==> src/i2c_ras_pkg.sv <==
// Shared types and constants for the I2C register access sequencer.
`default_nettype none
package i2c_ras_pkg;

	// Bus engine command codes
	typedef enum logic [2:0] {
		CMD_NONE   = 3'd0,
		CMD_START  = 3'd1,
		CMD_RSTART = 3'd2,
		CMD_STOP   = 3'd3,
		CMD_SEND   = 3'd4,
		CMD_RECV   = 3'd5,
		CMD_ACK    = 3'd6,
		CMD_NAK    = 3'd7
	} cmd_t;

	// Request operation codes
	typedef enum logic [1:0] {
		OP_TICK  = 2'd0,
		OP_LOAD  = 2'd1,
		OP_READ  = 2'd2,
		OP_WRITE = 2'd3
	} op_t;

	// Register indexes on the configuration port (paddr[2])
	localparam logic REG_RX_TIMEOUT = 1'b0;
	localparam logic REG_STARTUP    = 1'b1;

	localparam int unsigned DEF_BUFFER_DEPTH = 16;
	localparam logic [7:0]  RX_TIMEOUT_RST   = 8'd25;
	localparam logic [15:0] STARTUP_RST      = 16'd1000;

	// Read/write bit appended to the address byte
	localparam logic [7:0]  ADDR_RD_BIT      = 8'h01;

endpackage : i2c_ras_pkg
`default_nettype wire

==> src/i2c_register_access_sequencer_unit.sv <==
// Top level of the I2C register access sequencer: request register, step logic, result register.
`default_nettype none
// Each request is one step of the transaction sequencer. Requests are taken one per clock
// while out_stall does not hold the result register: a request is captured in an input
// register, then the step logic runs on it against the sequencer state and writes the result
// register. Throughput is otherwise set by the single-step state update. After reset the
// sequencer counts startup_ticks requests, then emits a stop and goes idle. Read requests are
// served before write requests; a header NAK on a read retries it after a stop, a NAK on a
// write abandons it. The transmit buffer has no reset; entries must be loaded before use.
module i2c_register_access_sequencer_unit
	import i2c_ras_pkg::*;
#(
	parameter int unsigned BUFFER_DEPTH = DEF_BUFFER_DEPTH
) (
	input  wire logic        clk,
	input  wire logic        arst_n,
	// request channel
	input  wire logic        in_valid,
	output logic             in_stall,
	input  wire logic [1:0]  operation,
	input  wire logic [6:0]  slave_address,
	input  wire logic [7:0]  register_address,
	input  wire logic [7:0]  byte_count,
	input  wire logic [3:0]  tx_index,
	input  wire logic [7:0]  tx_data,
	input  wire logic        engine_busy,
	input  wire logic        slave_nak,
	input  wire logic        rx_full,
	input  wire logic [7:0]  rx_byte,
	input  wire logic        stop_seen,
	// result channel
	output logic             out_valid,
	input  wire logic        out_stall,
	output logic [2:0]       command,
	output logic [7:0]       command_byte,
	output logic             rx_valid,
	output logic [3:0]       rx_index,
	output logic [7:0]       rx_data,
	output logic             busy_res,
	output logic             comm_error,
	output logic             read_pending,
	output logic             write_pending,
	// configuration port
	input  wire logic        psel,
	input  wire logic        penable,
	input  wire logic        pwrite,
	input  wire logic [2:0]  paddr,
	input  wire logic [31:0] pwdata,
	output logic [31:0]      prdata,
	output logic             pready
);

	localparam int unsigned IDX_W = (BUFFER_DEPTH > 1) ? $clog2(BUFFER_DEPTH) : 1;
	localparam int unsigned POS_W = $clog2(BUFFER_DEPTH + 1);
	localparam logic [POS_W-1:0] POS_DEPTH = POS_W'(BUFFER_DEPTH);
	localparam logic [8:0] IDX_LIMIT = 9'(BUFFER_DEPTH);

	typedef enum logic [4:0] {
		S_INIT, S_WAIT, S_IDLE,
		S_R_WAITBUS, S_R_ADDRW, S_R_ADDRW_CHK, S_R_REG_CHK, S_R_ADDRR, S_R_ADDRR_CHK,
		S_R_RECV, S_R_POLL, S_R_END,
		S_W_START, S_W_ADDR, S_W_ADDR_CHK, S_W_REG, S_W_REG_CHK, S_W_DATA, S_W_DATA_CHK,
		S_W_END
	} state_t;

	// configuration registers
	logic [7:0]  rx_timeout_q;
	logic [15:0] startup_ticks_q;

	// input register
	logic        valid_s1;
	logic [1:0]  op_s1;
	logic [6:0]  saddr_s1;
	logic [7:0]  raddr_s1;
	logic [7:0]  count_s1;
	logic [3:0]  tx_idx_s1;
	logic [7:0]  tx_data_s1;
	logic        ebusy_s1;
	logic        nak_s1;
	logic        rfull_s1;
	logic [7:0]  rbyte_s1;
	logic        stopped_s1;

	// sequencer state
	state_t           state_q;
	logic [15:0]      startup_cnt_q;
	logic [POS_W-1:0] pos_q;
	logic [7:0]       bytes_left_q;
	logic [7:0]       timeout_cnt_q;
	logic [6:0]       tgt_addr_q;
	logic [7:0]       tgt_reg_q;
	logic             busy_q, err_q, rd_q, wr_q;
	logic [7:0]       tx_buf_q [BUFFER_DEPTH];

	// result register
	logic        valid_s2;
	cmd_t        cmd_s2;
	logic [7:0]  cbyte_s2;
	logic        rxv_s2;
	logic [3:0]  rxi_s2;
	logic [7:0]  rxd_s2;
	logic        busy_s2, err_s2, rd_s2, wr_s2;

	logic advance;
	assign advance  = !valid_s2 || !out_stall;
	assign in_stall = valid_s1 && !advance;

	// configuration writes and reads
	logic cfg_wr;
	assign cfg_wr = psel && penable && pwrite && pready;
	assign pready = 1'b1;

	always_ff @(posedge clk or negedge arst_n) begin
		if (!arst_n) begin
			rx_timeout_q    <= RX_TIMEOUT_RST;
			startup_ticks_q <= STARTUP_RST;
		end else if (cfg_wr) begin
			if (paddr[2] == REG_RX_TIMEOUT) rx_timeout_q <= pwdata[7:0];
			else startup_ticks_q <= pwdata[15:0];
		end
	end

	always_comb begin
		if (paddr[2] == REG_STARTUP) prdata = {16'd0, startup_ticks_q};
		else prdata = {24'd0, rx_timeout_q};
	end

	// input register
	always_ff @(posedge clk or negedge arst_n) begin
		if (!arst_n) begin
			valid_s1 <= 1'b0;
		end else if (!in_stall) begin
			valid_s1 <= in_valid;
		end
	end

	always_ff @(posedge clk) begin
		if (in_valid && !in_stall) begin
			op_s1      <= operation;
			saddr_s1   <= slave_address;
			raddr_s1   <= register_address;
			count_s1   <= byte_count;
			tx_idx_s1  <= tx_index;
			tx_data_s1 <= tx_data;
			ebusy_s1   <= engine_busy;
			nak_s1     <= slave_nak;
			rfull_s1   <= rx_full;
			rbyte_s1   <= rx_byte;
			stopped_s1 <= stop_seen;
		end
	end

	// transmit buffer load, with bypass for the same request
	logic             load_en;
	logic [IDX_W-1:0] load_addr;
	logic [IDX_W-1:0] rd_addr;
	logic [7:0]       buf_rd;
	assign load_en   = valid_s1 && advance && (op_s1 == OP_LOAD)
		&& (9'(tx_idx_s1) < IDX_LIMIT);
	assign load_addr = IDX_W'(tx_idx_s1);
	assign rd_addr   = pos_q[IDX_W-1:0];

	always_comb begin
		if (pos_q >= POS_DEPTH) buf_rd = 8'd0;
		else if (load_en && (load_addr == rd_addr)) buf_rd = tx_data_s1;
		else buf_rd = tx_buf_q[rd_addr];
	end

	always_ff @(posedge clk) begin
		if (load_en) tx_buf_q[load_addr] <= tx_data_s1;
	end

	// one sequencer step
	state_t           st_n;
	logic [15:0]      startup_n;
	logic [POS_W-1:0] pos_n;
	logic [POS_W-1:0] pos_inc;
	logic [7:0]       left_n;
	logic [7:0]       left_dec;
	logic [7:0]       tmo_n;
	logic [6:0]       addr_n;
	logic [7:0]       reg_n;
	logic             busy_n, err_n, rd_n, wr_n;
	cmd_t             cmd_n;
	logic [7:0]       cbyte_n;
	logic             rxv_n;
	logic [3:0]       rxi_n;
	logic [7:0]       rxd_n;
	logic             last_byte;

	// bytes are only counted while busy, so no request can replace the count that step
	assign pos_inc   = pos_q + POS_W'(1);
	assign left_dec  = bytes_left_q - 8'd1;

	always_comb begin
		st_n      = state_q;
		startup_n = startup_cnt_q;
		pos_n     = pos_q;
		left_n    = bytes_left_q;
		tmo_n     = timeout_cnt_q;
		addr_n    = tgt_addr_q;
		reg_n     = tgt_reg_q;
		busy_n    = busy_q;
		err_n     = err_q;
		rd_n      = rd_q;
		wr_n      = wr_q;
		cmd_n     = CMD_NONE;
		cbyte_n   = 8'd0;
		rxv_n     = 1'b0;
		rxi_n     = 4'd0;
		rxd_n     = 8'd0;
		last_byte = 1'b0;

		// request taken only while not busy
		if ((op_s1 == OP_READ || op_s1 == OP_WRITE) && !busy_q) begin
			addr_n = saddr_s1;
			reg_n  = raddr_s1;
			left_n = count_s1;
			if (op_s1 == OP_READ) rd_n = 1'b1;
			else wr_n = 1'b1;
		end

		case (state_q)
			S_INIT: begin
				busy_n    = 1'b1;
				err_n     = 1'b0;
				rd_n      = 1'b0;
				wr_n      = 1'b0;
				reg_n     = 8'd0;
				pos_n     = '0;
				startup_n = startup_ticks_q;
				st_n      = S_WAIT;
			end
			S_WAIT: begin
				if (startup_cnt_q > 16'd1) begin
					startup_n = startup_cnt_q - 16'd1;
				end else begin
					cmd_n  = CMD_STOP;
					busy_n = 1'b0;
					wr_n   = 1'b0;
					st_n   = S_IDLE;
				end
			end
			S_IDLE: begin
				if (rd_n || wr_n) begin
					cmd_n  = CMD_START;
					pos_n  = '0;
					busy_n = 1'b1;
					st_n   = rd_n ? S_R_ADDRW : S_W_ADDR;
				end
			end
			S_R_WAITBUS: begin
				if (stopped_s1) begin
					cmd_n = CMD_START;
					pos_n = '0;
					st_n  = S_R_ADDRW;
				end
			end
			S_R_ADDRW: begin
				cmd_n   = CMD_SEND;
				cbyte_n = {addr_n, 1'b0};
				st_n    = S_R_ADDRW_CHK;
			end
			S_R_ADDRW_CHK: begin
				if (!ebusy_s1) begin
					err_n = nak_s1;
					if (nak_s1) begin
						st_n = S_R_END;
					end else begin
						cmd_n   = CMD_SEND;
						cbyte_n = reg_n;
						st_n    = S_R_REG_CHK;
					end
				end
			end
			S_R_REG_CHK: begin
				if (!ebusy_s1) begin
					err_n = nak_s1;
					if (nak_s1) begin
						st_n = S_R_END;
					end else begin
						cmd_n = CMD_RSTART;
						st_n  = S_R_ADDRR;
					end
				end
			end
			S_R_ADDRR: begin
				cmd_n   = CMD_SEND;
				cbyte_n = {addr_n, 1'b0} | ADDR_RD_BIT;
				st_n    = S_R_ADDRR_CHK;
			end
			S_R_ADDRR_CHK: begin
				if (!ebusy_s1) begin
					err_n = nak_s1;
					if (nak_s1) begin
						st_n = S_R_END;
					end else begin
						cmd_n = CMD_RECV;
						tmo_n = 8'd0;
						st_n  = S_R_POLL;
					end
				end
			end
			S_R_RECV: begin
				cmd_n = CMD_RECV;
				tmo_n = 8'd0;
				st_n  = S_R_POLL;
			end
			S_R_POLL: begin
				if (!rfull_s1 && (timeout_cnt_q < rx_timeout_q)) begin
					tmo_n = timeout_cnt_q + 8'd1;
				end else begin
					if (rfull_s1) begin
						rxv_n = 1'b1;
						rxi_n = 4'(pos_q);
						rxd_n = rbyte_s1;
					end else begin
						err_n = 1'b1;
					end
					// a timed-out byte still counts toward the length
					left_n    = left_dec;
					pos_n     = pos_inc;
					last_byte = (left_dec == 8'd0) || (pos_inc >= POS_DEPTH);
					if (last_byte) begin
						cmd_n  = CMD_NAK;
						busy_n = 1'b0;
						rd_n   = 1'b0;
						st_n   = S_R_END;
					end else begin
						cmd_n = CMD_ACK;
						st_n  = S_R_RECV;
					end
				end
			end
			S_R_END: begin
				cmd_n = CMD_STOP;
				if (rd_n) begin
					busy_n = 1'b1;
					st_n   = S_R_WAITBUS;
				end else if (wr_n) begin
					busy_n = 1'b1;
					st_n   = S_W_START;
				end else begin
					st_n = S_IDLE;
				end
			end
			S_W_START: begin
				pos_n = '0;
				cmd_n = CMD_START;
				st_n  = S_W_ADDR;
			end
			S_W_ADDR: begin
				cmd_n   = CMD_SEND;
				cbyte_n = {addr_n, 1'b0};
				st_n    = S_W_ADDR_CHK;
			end
			S_W_ADDR_CHK: begin
				if (!ebusy_s1) begin
					err_n = nak_s1;
					st_n  = nak_s1 ? S_W_END : S_W_REG;
				end
			end
			S_W_REG: begin
				cmd_n   = CMD_SEND;
				cbyte_n = reg_n;
				st_n    = S_W_REG_CHK;
			end
			S_W_REG_CHK: begin
				if (!ebusy_s1) begin
					err_n = nak_s1;
					st_n  = nak_s1 ? S_W_END : S_W_DATA;
				end
			end
			S_W_DATA: begin
				cmd_n   = CMD_SEND;
				cbyte_n = buf_rd;
				st_n    = S_W_DATA_CHK;
			end
			S_W_DATA_CHK: begin
				if (!ebusy_s1) begin
					err_n = nak_s1;
					if (nak_s1) begin
						st_n = S_W_END;
					end else begin
						left_n    = left_dec;
						pos_n     = pos_inc;
						last_byte = (left_dec == 8'd0) || (pos_inc >= POS_DEPTH);
						st_n      = last_byte ? S_W_END : S_W_DATA;
					end
				end
			end
			S_W_END: begin
				cmd_n  = CMD_STOP;
				busy_n = 1'b0;
				wr_n   = 1'b0;
				st_n   = S_IDLE;
			end
			default: begin
				st_n = S_INIT;
			end
		endcase
	end

	// sequencer state update, one step per request
	always_ff @(posedge clk or negedge arst_n) begin
		if (!arst_n) begin
			state_q       <= S_INIT;
			startup_cnt_q <= 16'd0;
			pos_q         <= '0;
			bytes_left_q  <= 8'd0;
			timeout_cnt_q <= 8'd0;
			tgt_addr_q    <= 7'd0;
			tgt_reg_q     <= 8'd0;
			busy_q        <= 1'b1;
			err_q         <= 1'b0;
			rd_q          <= 1'b0;
			wr_q          <= 1'b0;
		end else if (valid_s1 && advance) begin
			state_q       <= st_n;
			startup_cnt_q <= startup_n;
			pos_q         <= pos_n;
			bytes_left_q  <= left_n;
			timeout_cnt_q <= tmo_n;
			tgt_addr_q    <= addr_n;
			tgt_reg_q     <= reg_n;
			busy_q        <= busy_n;
			err_q         <= err_n;
			rd_q          <= rd_n;
			wr_q          <= wr_n;
		end
	end

	// result register
	always_ff @(posedge clk or negedge arst_n) begin
		if (!arst_n) begin
			valid_s2 <= 1'b0;
		end else if (advance) begin
			valid_s2 <= valid_s1;
		end
	end

	always_ff @(posedge clk) begin
		if (valid_s1 && advance) begin
			cmd_s2   <= cmd_n;
			cbyte_s2 <= cbyte_n;
			rxv_s2   <= rxv_n;
			rxi_s2   <= rxi_n;
			rxd_s2   <= rxd_n;
			busy_s2  <= busy_n;
			err_s2   <= err_n;
			rd_s2    <= rd_n;
			wr_s2    <= wr_n;
		end
	end

	assign out_valid     = valid_s2;
	assign command       = cmd_s2;
	assign command_byte  = cbyte_s2;
	assign rx_valid      = rxv_s2;
	assign rx_index      = rxi_s2;
	assign rx_data       = rxd_s2;
	assign busy_res      = busy_s2;
	assign comm_error    = err_s2;
	assign read_pending  = rd_s2;
	assign write_pending = wr_s2;

	// a delivered byte always goes with its ACK or NAK
	a_rx_with_ack: assert property (@(posedge clk) disable iff (!arst_n)
		valid_s2 && rxv_s2 |-> (cmd_s2 == CMD_ACK) || (cmd_s2 == CMD_NAK))
		else $error("received byte delivered without ack/nak");

	// a data byte is only driven with a send command
	a_cbyte_send: assert property (@(posedge clk) disable iff (!arst_n)
		valid_s2 && (cbyte_s2 != 8'd0) |-> (cmd_s2 == CMD_SEND))
		else $error("command byte set without send command");

	// when idle no transaction is left pending
	a_idle_clean: assert property (@(posedge clk) disable iff (!arst_n)
		valid_s2 && !busy_s2 |-> !rd_s2 && !wr_s2)
		else $error("request pending while not busy");

	// the step state only moves when a request is processed
	a_state_hold: assert property (@(posedge clk) disable iff (!arst_n)
		!(valid_s1 && advance) |=> $stable(state_q))
		else $error("sequencer state moved without a request");

endmodule : i2c_register_access_sequencer_unit
`default_nettype wire
==> config.mk <==
export PLATFORM = sky130hd
export DESIGN_NAME = i2c_register_access_sequencer_unit
export DESIGN_NICKNAME = d
export VERILOG_FILES = /design/src/i2c_ras_pkg.sv /design/src/i2c_register_access_sequencer_unit.sv
export SDC_FILE = /design/constraint.sdc
export NUM_CORES = 1
export LEC_CHECK = 0
export ABC_CLOCK_PERIOD_IN_PS = 3300
export BUFFER_PORTS_ARGS = -buffer_cell sky130_fd_sc_hd__buf_4
export CORE_MARGIN = 3
export CORE_UTILIZATION = 59
export DETAILED_ROUTE_END_ITERATION = 16
export PLACE_DENSITY = 0.8
export SYNTH_ARGS = -nofsm -noshare
export SYNTH_HDL_FRONTEND = slang
export SYNTH_SLANG_ARGS = --single-unit
==> constraint.sdc <==
create_clock -name clk -period 3.3 [get_ports clk]
set_input_delay 0.495 -clock clk [delete_from_list [all_inputs] [get_ports clk]]
set_output_delay 0.495 -clock clk [all_outputs]
set_load 0.02 [all_outputs]
# Word level (Yosys, flattened, before mapping)
# Memory sizes are Yosys's and may differ from the RTL's.
# Index checks and enable logic that the tools add are counted.
# word_totals
reg_bits	164
latch_bits	0
ram_bits	128
mem_bits_ro	0
mem_count	1
# op_classes
add_sub_neg	4
mul	0
div_mod_pow	0
order_cmp	4
eq_ne	37
shifts	0
muxes	83
bitwise_logic	3
reduce_logical	38
# mem_list
memory	words	word_bits	rd	rd_ports_with_merged_regs	write_ports	line	rtl
tx_buf_q	16	8	1	0	1	i2c_register_access_sequencer_unit.sv:93	logic [7:0] tx_buf_q [BUFFER_DEPTH];
# ops
operator	n
$mux 8	13
$pmux 5 s20	1
$mux 5	16
$eq 5x4->1 const B	8
$pmux 8 s5	1
$pmux 3 s11	1
$mux 16	2
$pmux 16 s2	1
$ne 2x2->1 const B	14
$pmux 5 s5	1
$pmux 8 s3	1
$mux 1	23
$eq 5x3->1 const B	4
$eq 5x5->1 const B	4
$mux 4	5
$gt 16x1->1 const B	1
$pmux 8 s2	1
$sub 16x1->16 const B	1
$mux 3	5
$mux 2	7
$reduce_and 11->1	1
$eq 5x2->1 const B	2
$ge 5x5->1 const B	2
$reduce_or 2->1	5
other kinds (28)	49

# Logic depth before layout (Yosys ltp)
# Gate-level depths: netlist of run 1.
# depth
word_depth	8
mapped_depth	9

# Worst setup path after synthesis of run 1
# No wires, ideal clock.
# synth_timing
kind	input -> register
from	input port out_stall
to	register tgt_reg_q[0]
setup_time_ns	0.067
arrival_time_ns	2.862
t_required_ns	3.233
path_slack_ns	0.371
stages	6
path_buffers	1
path_cell_list	a21bo_2 inv_1 clkbuf_1 nand2_1 nor2_1 a22o_1
# synth_between
elab_chain_len	3
# synth_rtl
element	line	rtl
start: declaration	i2c_register_access_sequencer_unit.sv:33	input wire logic out_stall,
$logic_not 1->1	i2c_register_access_sequencer_unit.sv:105	assign advance = !valid_s2 || !out_stall;
$logic_or 1x1->1	i2c_register_access_sequencer_unit.sv:105	
$logic_and 1x1->1	i2c_register_access_sequencer_unit.sv:418	end else if (valid_s1 && advance) begin
end signal: assignment	i2c_register_access_sequencer_unit.sv:425	tgt_reg_q <= reg_n;
end: declaration	i2c_register_access_sequencer_unit.sv:91	logic [7:0] tgt_reg_q;
# No other way between the ends.
# A chain may end at the register's enable or synchronous reset.

# Final worst setup path of run 1
# layout_timing
from	register pos_q[0]
to	register cbyte_s2[7] (netlist: command_byte[7]) (data pin)
# layout_between
elab_chain_len	5
# layout_rtl
element	line	rtl
start: declaration	i2c_register_access_sequencer_unit.sv:87	logic [POS_W-1:0] pos_q;
start signal: assignment	i2c_register_access_sequencer_unit.sv:421	pos_q <= pos_n;
branches (longest 3 deep; another with $mem_v2 16x8)	--	
$mux 8 (*)	i2c_register_access_sequencer_unit.sv:164	if (pos_q >= POS_DEPTH) buf_rd = 8'd0;
$pmux 8 s5 (*)	i2c_register_access_sequencer_unit.sv:223	case (state_q)
via cbyte_n[7]	i2c_register_access_sequencer_unit.sv:185	logic [7:0] cbyte_n;
end signal: assignment	i2c_register_access_sequencer_unit.sv:445	cbyte_s2 <= cbyte_n;
end: declaration	i2c_register_access_sequencer_unit.sv:98	logic [7:0] cbyte_s2;
# Mark *: on every way through the listed nets, which the timed path passes.

==> results of run 1 <==
==> synthesized netlist by cell type, types with 6 or more instances <==
master	instances
mux4_1	11
mux4_2	29
ha_1	14
a32oi_1	7
a21oi_1	47
nand2_1	45
o31ai_1	12
buf_4	19
xor2_1	6
nor4_1	8
nand3_1	19
o22ai_1	9
a211oi_1	7
dfstp_2	10
inv_1	29
nand2b_1	16
mux2i_1	21
nor2b_1	6
buf_2	10
edfxtp_1	205
or3_1	14
and2_1	13
and3_1	19
dfrtp_1	77
nor2_1	54
a211o_1	9
clkbuf_1	29
a21o_1	7
mux2_2	34
o21ai_0	59
a22o_1	8
nor3_1	35
==> final timing paths <==
check                                     endpoint  slack, ps  depth (start not counted)           startpoint
min in group clk                       raddr_s1[1]         90                          1  register_address[1]
worst max register to register     command_byte[7]        540                          5             pos_q[0]
worst max-delay path               command_byte[7]        540                          5             pos_q[0]
worst min-delay path             startup_cnt_q[10]         50                          1               arst_n
worst min register to register           out_valid        480                          1             valid_s1
max in group asynchronous       startup_ticks_q[3]       2490                          2               arst_n
==> per-stage QoR <==
step	total power (W)	hold WS, ps	cells
2_1_floorplan	0.00716	199	991
3_3_place_gp	0.00798	446	1366
3_5_place_dp	0.00808	471	1366
4_1_cts	0.0120	64.4	1422
5_1_grt	0.0125	67.4	1422
6_report	0.0120	53.3	1422
==> metal layers <==
layer	up-vias	routed length, um	part of all wire (%)
met5	-	0	0
met4	0	991	3.2
met2	417	14900	48
met1	4351	12600	41
met3	64	2380	7.7
li1	4041	-	-
==> cells by family (layout without fill, tap and decap cells) <==
family          Yosys count  count (layout)  synth area share [%]
fa+ha+maj                14              14                  1.31
buf+inv                  96             247                  3.67
flops                   292             292                  62.4
simple gates            254             254                  9.82
xor+xnor                  7               7                 0.458
other cells               2              17                0.0561
mux                      99              99                  11.8
compound gates          212             212                  10.5
==> critical path: stages (launching register included) <==
cell	delay, ps
dfrtp_2	590
buf_12	260
mux4_1	630
mux4_2	530
and3_1	230
a211o_1	260
==> area by class of cell <==
| class | count | area, um2 | area share, % |
|---|---|---|---|
| clock buffers | 38 | 853 | 5.39 |
| clock inverters | 18 | 322 | 2.03 |
| inverters | 30 | 113 | 0.712 |
| multi-input cells | 603 | 4600 | 29.1 |
| flip-flops and latches | 292 | 8350 | 52.8 |
| well taps | 280 | 350 | 2.21 |
| repair buffers | 161 | 1230 | 7.80 |
==> power groups by stage <==
stage                     combinational [W]  clock, W  sequential [W]
after floorplan                     0.00229         0         0.00487
after global placement              0.00300         0         0.00498
after detailed placement            0.00308         0         0.00499
after CTS                           0.00313   0.00392         0.00494
after global routing                0.00345   0.00406         0.00501
final                               0.00315   0.00388         0.00495
==> state kept, by name, summed over array words and instances (netlist names), 2 cells and up <==
| register | flops |
|---|---|
| command_byte | 8 |
| rbyte_s1 | 8 |
| rx_index | 4 |
| tx_buf_q | 128 |
| tgt_reg_q | 8 |
| tx_data_s1 | 8 |
| state_q | 5 |
| tgt_addr_q | 7 |
| pos_q | 5 |
| saddr_s1 | 7 |
| startup_ticks_q | 16 |
| startup_cnt_q | 16 |
| bytes_left_q | 8 |
| command | 3 |
| rx_timeout_q | 8 |
| rx_data | 8 |
| raddr_s1 | 8 |
| op_s1 | 2 |
| timeout_cnt_q | 8 |
| load_addr | 4 |
| count_s1 | 8 |
==> run summary, run 1 <==
post-synth top area share = 46.0%
Setup Fix Bufs, Post-CTS = 0
CTS root buf = clkbuf_16
Primary FF master, synth = edfxtp_1
post-route cell area = 15,800 um2
most common cell after layout, fill and taps aside = edfxtp_1
clock-pin slew on the worst setup and hold paths = 60 ps
IO Count = 154
Cell Area, Placed = 14,600 um2
Worst-Skew Late Latency = 580 ps
asr flop ratio synth = 29.8%
final setup violation count = 0
number of diodes = 0
YS warnings = 0
ANT nets after route = 0
final clock skew = 47.0 ps
drt wl/cell = 21.7 um
DIE HEIGHT = 157 um
Die ar. = 24,500 um2
number of max-cap violations = 0
fin crit share = 83.7%
register area share after synthesis = 62.4%
number of global-route vias before repair = 8,734
status = completed
switch share = 31.0%
Slew Viols, Final = 0
critical path arrival = 3100 ps
final core utilization = 71.8%
library cells used by synthesis = 75
largest net degree at the start of global routing = 66
hold-fix buffer count after cts = 0
Sequential Power Share = 41.3%
first drt pass iteration count = 5
dominant cell type by area after synthesis = edfxtp_1
Syn-to-layout area delta = 18.2%
initial antenna violation count = 0
drt initial violations = 869
Tmin final = 2760 ps
# H-tree levels = 1
Core Box Area = 22,000 um2
vias per inst = 6.24
Tightest Pin Transition = 872 ps
worst path required time = 3630 ps
via count = 8,873
met1 Usage GRT = 35.2%
largest cells by area after synthesis = edfxtp_1 46%, dfrtp_1 14%, mux4_2 4.9%, mux2_2 2.9%, o21ai_0 2.2%
CTS tree = yes
total CTS buffers = 30
total global routing overflow = 0
gr busiest metal = met2
commonest cells after routing, fill and taps aside = 205 x edfxtp_1, 159 x buf_4, 76 x dfrtp_1, 59 x o21ai_0, 54 x nor2_1
CP Launch Type = register
worst slack, placed = 564 ps
met2 global-route usage = 40.6%
post-route setup slack = 537 ps
Nets = 1,223
Num Clock Sinks = 292
unrepaired setup endpoints after global routing = no
part of the power in the clock network = 32.4%
Total GRT Usage = 25.2%
layout cells sized above 1 = 26.6%
CP Capture Type = register
num rows = 54
first-pass GRT wire length = 48,100 um
mapped cell area = 13,400 um2
Fin Setup TNS = 0 ps
peak supply drop = 0.685 mV
Clock Path Buffers = 3
port bufs = 118
FILL cells = 1,420
GR Layer Usage met3 = 4.89%
Mapped Avg Cell Area = 13.7 um2
Leak = 6.08 nW
synthesized instance count = 976
crit path max fanout = 22
Pint = 0.00827 W
Psw = 0.00372 W
post-cts resize count = 0
pwr dens = 757 nW/um2
Starting Density = 60.7%
#FFs+latches synth = 292
Horiz. Die Dim = 157 um
Hold Vio Cnt, Final = 0
dpl hpwl = 20,400 um
fmax = 0.362 GHz
routability cong. = 0.945
relative slew slack = 41.8%
Remaining DRCs = 0
EDFF count, synth = 205
Comb power frac = 26.3%
WS Path Type = reg2reg
WL final = 30,800 um
HP Class = in2async
(Power assumes the default switching activity.)
==> run 2, diff against run 1 <==
--- a/config.mk
+++ b/config.mk
@@ -5,12 +5,12 @@
 export SDC_FILE = /design/constraint.sdc
 export NUM_CORES = 1
 export LEC_CHECK = 0
-export ABC_CLOCK_PERIOD_IN_PS = 3300
+export ABC_CLOCK_PERIOD_IN_PS = 2500
 export BUFFER_PORTS_ARGS = -buffer_cell sky130_fd_sc_hd__buf_4
 export CORE_MARGIN = 3
-export CORE_UTILIZATION = 59
+export CORE_UTILIZATION = 53
 export DETAILED_ROUTE_END_ITERATION = 16
-export PLACE_DENSITY = 0.8
+export PLACE_DENSITY = 0.76
 export SYNTH_ARGS = -nofsm -noshare
 export SYNTH_HDL_FRONTEND = slang
 export SYNTH_SLANG_ARGS = --single-unit
==> constraint.sdc (replaced) <==
create_clock -name clk -period 2.5 [get_ports clk]
set_input_delay 0.375 -clock clk [delete_from_list [all_inputs] [get_ports clk]]
set_output_delay 0.375 -clock clk [all_outputs]
set_load 0.02 [all_outputs]
==> run 2 against run 1 <==
Against the previous run: clock power increased by 9.3%; design area is 5.2% higher; non-clock buffer count rose by 101; critical endpoint is now command_byte[1]; fmax grew 12%; global-route usage decreased by 1.5 points; critical path type unchanged; cell count up 10%; wire length rose by 4.0%; sequential power rose by 30%; highest routed layer unchanged.
==> run summary, run 2 (same netlist as run 1, synthesis figures left out) <==
Core Box Area = 24,500 um2 (+11%)
drt initial violations = 760 (-13%)
end of the critical path = command_byte[1]
Leak = 6.44 nW (+5.8%)
Setup crit start = pos_q[0]
Largest Register = tx_buf_q
critical path arrival = 2800 ps (-300 ps)
pwr dens = 934 nW/um2 (+23%)
Nets = 1,324 (+8.3%)
Hold Vio Cnt, Final = 0 (unchanged)
HP Class = in2reg
number of global-route vias before repair = 9,240 (+5.8%)
largest net degree at the start of global routing = 47 (-29%)
drt wl/cell = 20.4 um (-5.7%)
clock-pin slew on the worst setup and hold paths = 60 ps (about the same)
ANT nets after route = 0 (unchanged)
DIE HEIGHT = 165 um (+5.3%)
Slew Viols, Final = 0 (unchanged)
Horiz. Die Dim = 165 um (+5.3%)
port bufs = 118 (unchanged)
unrepaired setup endpoints after global routing = yes
Tightest Pin Transition = 907 ps (+34.0 ps)
Fin Setup TNS = 0 ps (unchanged)
reg2reg end = command_byte[1]
IO Count = 154 (unchanged)
Starting Density = 54.5% (-6.2 points)
WL final = 32,000 um (+4.0%)
Clock Path Buffers = 3 (unchanged)
Remaining DRCs = 0 (unchanged)
final core utilization = 67.8% (-4.0 points)
number of max-cap violations = 0 (unchanged)
status = completed
Die ar. = 27,200 um2 (+11%)
number of diodes = 0 (unchanged)
Tot Pwr = 0.0155 W (+30%)
most common cell after layout, fill and taps aside = buf_4
final clock skew = 47.3 ps (+0.268 ps)
CTS tree = yes
Syn-to-layout area delta = 24.4%
CP Launch Type = register
vias per inst = 5.89 (-5.7%)
RR Startpoint = pos_q[0]
post-route cell area = 16,600 um2 (+5.2%)
routability cong. = 0.924 (-2.2%)
Tmin final = 2470 ps (-295 ps)
WS Path Type = reg2reg
CTS root buf = clkbuf_16
dpl hpwl = 21,700 um (+6.5%)
first-pass GRT wire length = 49,900 um (+3.8%)
via count = 9,223 (+3.9%)
relative slew slack = 39.4% (-2.4 points)
r2r setup slk = 30 ps (-510 ps)
commonest cells after routing, fill and taps aside = 206 x buf_4, 205 x edfxtp_1, 76 x dfrtp_1, 58 x o21ai_0, 53 x nor2_1
first drt pass iteration count = 5 (unchanged)
final setup violation count = 0 (unchanged)
Num Clock Sinks = 292 (unchanged)
Cell Area, Placed = 15,100 um2 (+3.2%)
Worst-Skew Late Latency = 580 ps (about the same)
layout cells sized above 1 = 30.5% (+3.9 points)
peak supply drop = 0.650 mV (-5.1%)
total global routing overflow = 0 (unchanged)
total CTS buffers = 30 (unchanged)
# H-tree levels = 1 (unchanged)
initial antenna violation count = 0 (unchanged)
Largest regs = tx_buf_q (128), startup_cnt_q (16), startup_ticks_q (16)
num rows = 57 (+5.6%)
CP Capture Type = register
Reg2Reg Depth = 5 (unchanged)
Total GRT Usage = 23.7% (-1.5 points)
Largest register FFs = 128 (unchanged)
worst path required time = 2830 ps (-800 ps)
fmax = 0.405 GHz (+12%)
fin crit share = 98.7% (+15 points)
crit path max fanout = 11 (-50%)
run 2: worst min-delay path by stage:
stage | startpoint | end | slack, ps | cells after the start
6_report | engine_busy | ebusy_s1 | 30 | 1
5_1_grt | engine_busy | ebusy_s1 | 9 | 1
4_1_cts | engine_busy | ebusy_s1 | 10 | 1
3_5_place_dp | arst_n | startup_ticks_q[12] | 280 | 1
3_3_place_gp | arst_n | startup_ticks_q[12] | 280 | 1
2_1_floorplan | arst_n | bytes_left_q[0] | 80 | 0
run 2: critical path, stage by stage, from the launching register on:
cell,delay (ps)
dfrtp_2,480
buf_12,190
mux4_2,550
mux4_2,510
and3_4,210
a211o_1,260
run 2: what timing repair did:
| action | in CTS | in global routing |
|---|---|---|
| hold endpoints to repair | 66 | 0 |
| hold buffers | 48 | 0 |
| setup buffers | 0 | 4 |
| endpoints found under the setup margin | 13 | 20 |
| resized for setup | 11 | 24 |
| pin swaps | 3 | 11 |
run 2: stage by stage:
stage                     worst slack, ps  hold WS [ps]  std cells
after CTS                           -3.74          9.73       1563
after global routing                -17.7          8.84       1567
after global placement              -96.4           281       1459
after detailed placement             -189           282       1459
after floorplan                      68.3          79.4        991
final                                31.5          28.1       1567
run 2: area by class of cell:
type	instances	area, um2
clock buffer	38	781
clock inverter	18	165
fill	1661	7890
inverter	30	113
multi-input combinational	603	4670
sequential	292	8350
tap	324	405
timing repair buffer	262	2160
run 2: routing by layer:
metal / share of wire (%) / GRT usage, % / vias to the layer above
met3: 6.4 / 3.41 / 56
met4: 1.9 / 5.38 / 0
met5: 0 / 0 / -
met1: 42 / 32.7 / 4584
li1: - / - / 4231
met2: 50 / 40.4 / 352
run 2: where the power goes:
| part | switching (W) | internal, W |
|---|---|---|
| Combinational | 0.00265 | 0.00222 |
| Sequential | 0.000546 | 0.00589 |
| Clock | 0.00181 | 0.00242 |
==> run 3, diff against run 2 <==
--- a/config.mk
+++ b/config.mk
@@ -5,12 +5,12 @@
 export SDC_FILE = /design/constraint.sdc
 export NUM_CORES = 1
 export LEC_CHECK = 0
-export ABC_CLOCK_PERIOD_IN_PS = 2500
+export ABC_CLOCK_PERIOD_IN_PS = 2800
 export BUFFER_PORTS_ARGS = -buffer_cell sky130_fd_sc_hd__buf_4
 export CORE_MARGIN = 3
-export CORE_UTILIZATION = 53
+export CORE_UTILIZATION = 59
 export DETAILED_ROUTE_END_ITERATION = 16
-export PLACE_DENSITY = 0.76
+export PLACE_DENSITY = 0.8
 export SYNTH_ARGS = -nofsm -noshare
 export SYNTH_HDL_FRONTEND = slang
 export SYNTH_SLANG_ARGS = --single-unit
==> constraint.sdc (replaced) <==
create_clock -name clk -period 2.8 [get_ports clk]
set_input_delay 0.42 -clock clk [delete_from_list [all_inputs] [get_ports clk]]
set_output_delay 0.42 -clock clk [all_outputs]
set_load 0.02 [all_outputs]
==> run 3 against run 2 <==
Against the previous run: fmax decreased by 5.1%; design area is 6.0% lower; non-clock buffer count shrank 90; largest power group unchanged; clock power is 13% lower; critical endpoint is now state_q[3]; critical path type unchanged; clock skew decreased by 35 ps; core utilization increased by 3.2 points; total power down 14%.
==> run summary, run 3 (same netlist as run 1, synthesis figures left out) <==
initial antenna violation count = 1 (+1)
Tmin final = 2600 ps (+131 ps)
Hold Vio Cnt, Final = 0 (unchanged)
critical path arrival = 3030 ps (+230 ps)
total CTS buffers = 29 (-3.3%)
Placed Cells = 1,376 (-5.7%)
final clock skew = 12.4 ps (-34.9 ps)
dpl hpwl = 20,700 um (-4.7%)
drt initial violations = 744 (-2.1%)
CTS tree = yes
WS Path Type = reg2reg
crit path max fanout = 6 (-5)
Largest register FFs = 128 (unchanged)
number of max-cap violations = 0 (unchanged)
clock-pin slew on the worst setup and hold paths = 70 ps (about the same)
num rows = 54 (-5.3%)
drt wl/cell = 20.9 um (+2.3%)
Syn-to-layout area delta = 16.9%
commonest cells after routing, fill and taps aside = 205 x edfxtp_1, 169 x buf_4, 76 x dfrtp_1, 59 x o21ai_0, 54 x nor2_1
vias per inst = 6.22 (+5.6%)
IO Count = 154 (unchanged)
Total GRT Usage = 24.5% (+0.78 points)
fmax = 0.385 GHz (-5.1%)
CTS root buf = clkbuf_16
layout cells sized above 1 = 26.5% (-4.0 points)
routability cong. = 0.984 (+6.5%)
worst slack, placed = 230 ps (+419 ps)
first drt pass iteration count = 7 (+2)
peak supply drop = 0.604 mV (-7.0%)
DIE HEIGHT = 157 um (-5.0%)
Horiz. Die Dim = 157 um (-5.0%)
post-route setup slack = 200 ps (+169 ps)
Largest Register = tx_buf_q
Worst-Skew Late Latency = 560 ps (-20 ps)
final setup violation count = 0 (unchanged)
fin crit share = 92.9% (-5.9 points)
post-route insts no fill = 1,430 (-8.7%)
Cell Area, Placed = 14,700 um2 (-2.6%)
post-route cell area = 15,600 um2 (-6.0%)
ANT nets after route = 0 (unchanged)
Clock Path Buffers = 3 (unchanged)
FILL cells = 1,469 (-12%)
HP Class = in2reg
number of diodes = 0 (unchanged)
most common cell after layout, fill and taps aside = edfxtp_1
Multi-input gate area = 4610 um2 (-1.3%)
port bufs = 118 (unchanged)
# H-tree levels = 1 (unchanged)
Fin Setup TNS = 0 ps (unchanged)
Leak = 6.01 nW (-6.6%)
Num Clock Sinks = 292 (unchanged)
relative slew slack = 40.6% (+1.2 points)
Setup Fix Bufs, Post-CTS = 0 (unchanged)
Starting Density = 60.7% (+6.2 points)
WL final = 29,900 um (-6.6%)
Tightest Pin Transition = 889 ps (-17.7 ps)
Slew Viols, Final = 0 (unchanged)
Nets = 1,233 (-6.9%)
Die ar. = 24,500 um2 (-9.8%)
Core Box Area = 22,000 um2 (-10%)
largest net degree at the start of global routing = 64 (+36%)
first-pass GRT wire length = 47,000 um (-5.8%)
worst path required time = 3230 ps (+400 ps)
via count = 8,889 (-3.6%)
CP Launch Type = register
register area = 8350 um2 (unchanged)
total global routing overflow = 0 (unchanged)
status = completed
pwr dens = 854 nW/um2 (-8.6%)
unrepaired setup endpoints after global routing = no
Remaining DRCs = 0 (unchanged)
number of global-route vias before repair = 8,599 (-6.9%)
final core utilization = 71.0% (+3.2 points)
CP Capture Type = register
Largest regs = tx_buf_q (128), startup_cnt_q (16), startup_ticks_q (16)
[run 3: final cells by class]
class                   count  share of cell area, %
multi-input cells         603                   29.5
inverters                  30                  0.720
flip-flops and latches    292                   53.4
clock buffers              35                   4.78
clock inverters            18                  0.984
well taps                 280                   2.24
repair buffers            172                   8.43
[run 3: layer usage]
| layer | vias to the layer above | part of all wire [%] | global-route usage [%] |
|---|---|---|---|
| li1 | 4052 | - | - |
| met1 | 4363 | 42 | 36.4 |
| met2 | 392 | 47 | 37.8 |
| met3 | 80 | 7.6 | 4.26 |
| met4 | 2 | 3.1 | 7.42 |
| met5 | - | 0.037 | 0 |
[run 3: final timing paths]
path | start | to | slack, ps | cells past startpoint
max in group asynchronous | arst_n | valid_s1 | 1580 | 3
min in group asynchronous | arst_n | startup_cnt_q[10] | 490 | 2
min reg2reg | valid_s1 | out_valid | 470 | 1
max reg2reg | rx_timeout_q[4] | state_q[3] | 200 | 9
max | rx_timeout_q[4] | state_q[3] | 200 | 9
min | register_address[2] | raddr_s1[2] | 30 | 1
[run 3: timing repair]
item | 4_1_cts | 5_1_grt
hold buffers | 1 | 0
gates resized for setup | 0 | 1
setup endpoints to repair | 0 | 1
endpoints found under the hold margin | 48 | 0
[run 3: critical path, cell delays in order, from the launching register on]
cell and delay, ps:
dfstp_2 530, inv_1 50, ha_1 280, o211ai_1 80
nor2_1 190, a211oi_1 110, buf_4 180, a211o_2 330
a311o_4 420, mux2_1 320
[run 3: per-stage QoR]
step	hold WS, ps	power, W
after floorplan	124	0.00844
after global placement	447	0.00958
after detailed placement	462	0.00968
after CTS	17.4	0.0134
after global routing	14.1	0.0140
final	34.5	0.0134
[run 3: power by group]
| part | internal (W) | switching, W |
|---|---|---|
| Clock | 0.00209 | 0.00160 |
| Combinational | 0.00169 | 0.00221 |
| Sequential | 0.00526 | 0.000507 |
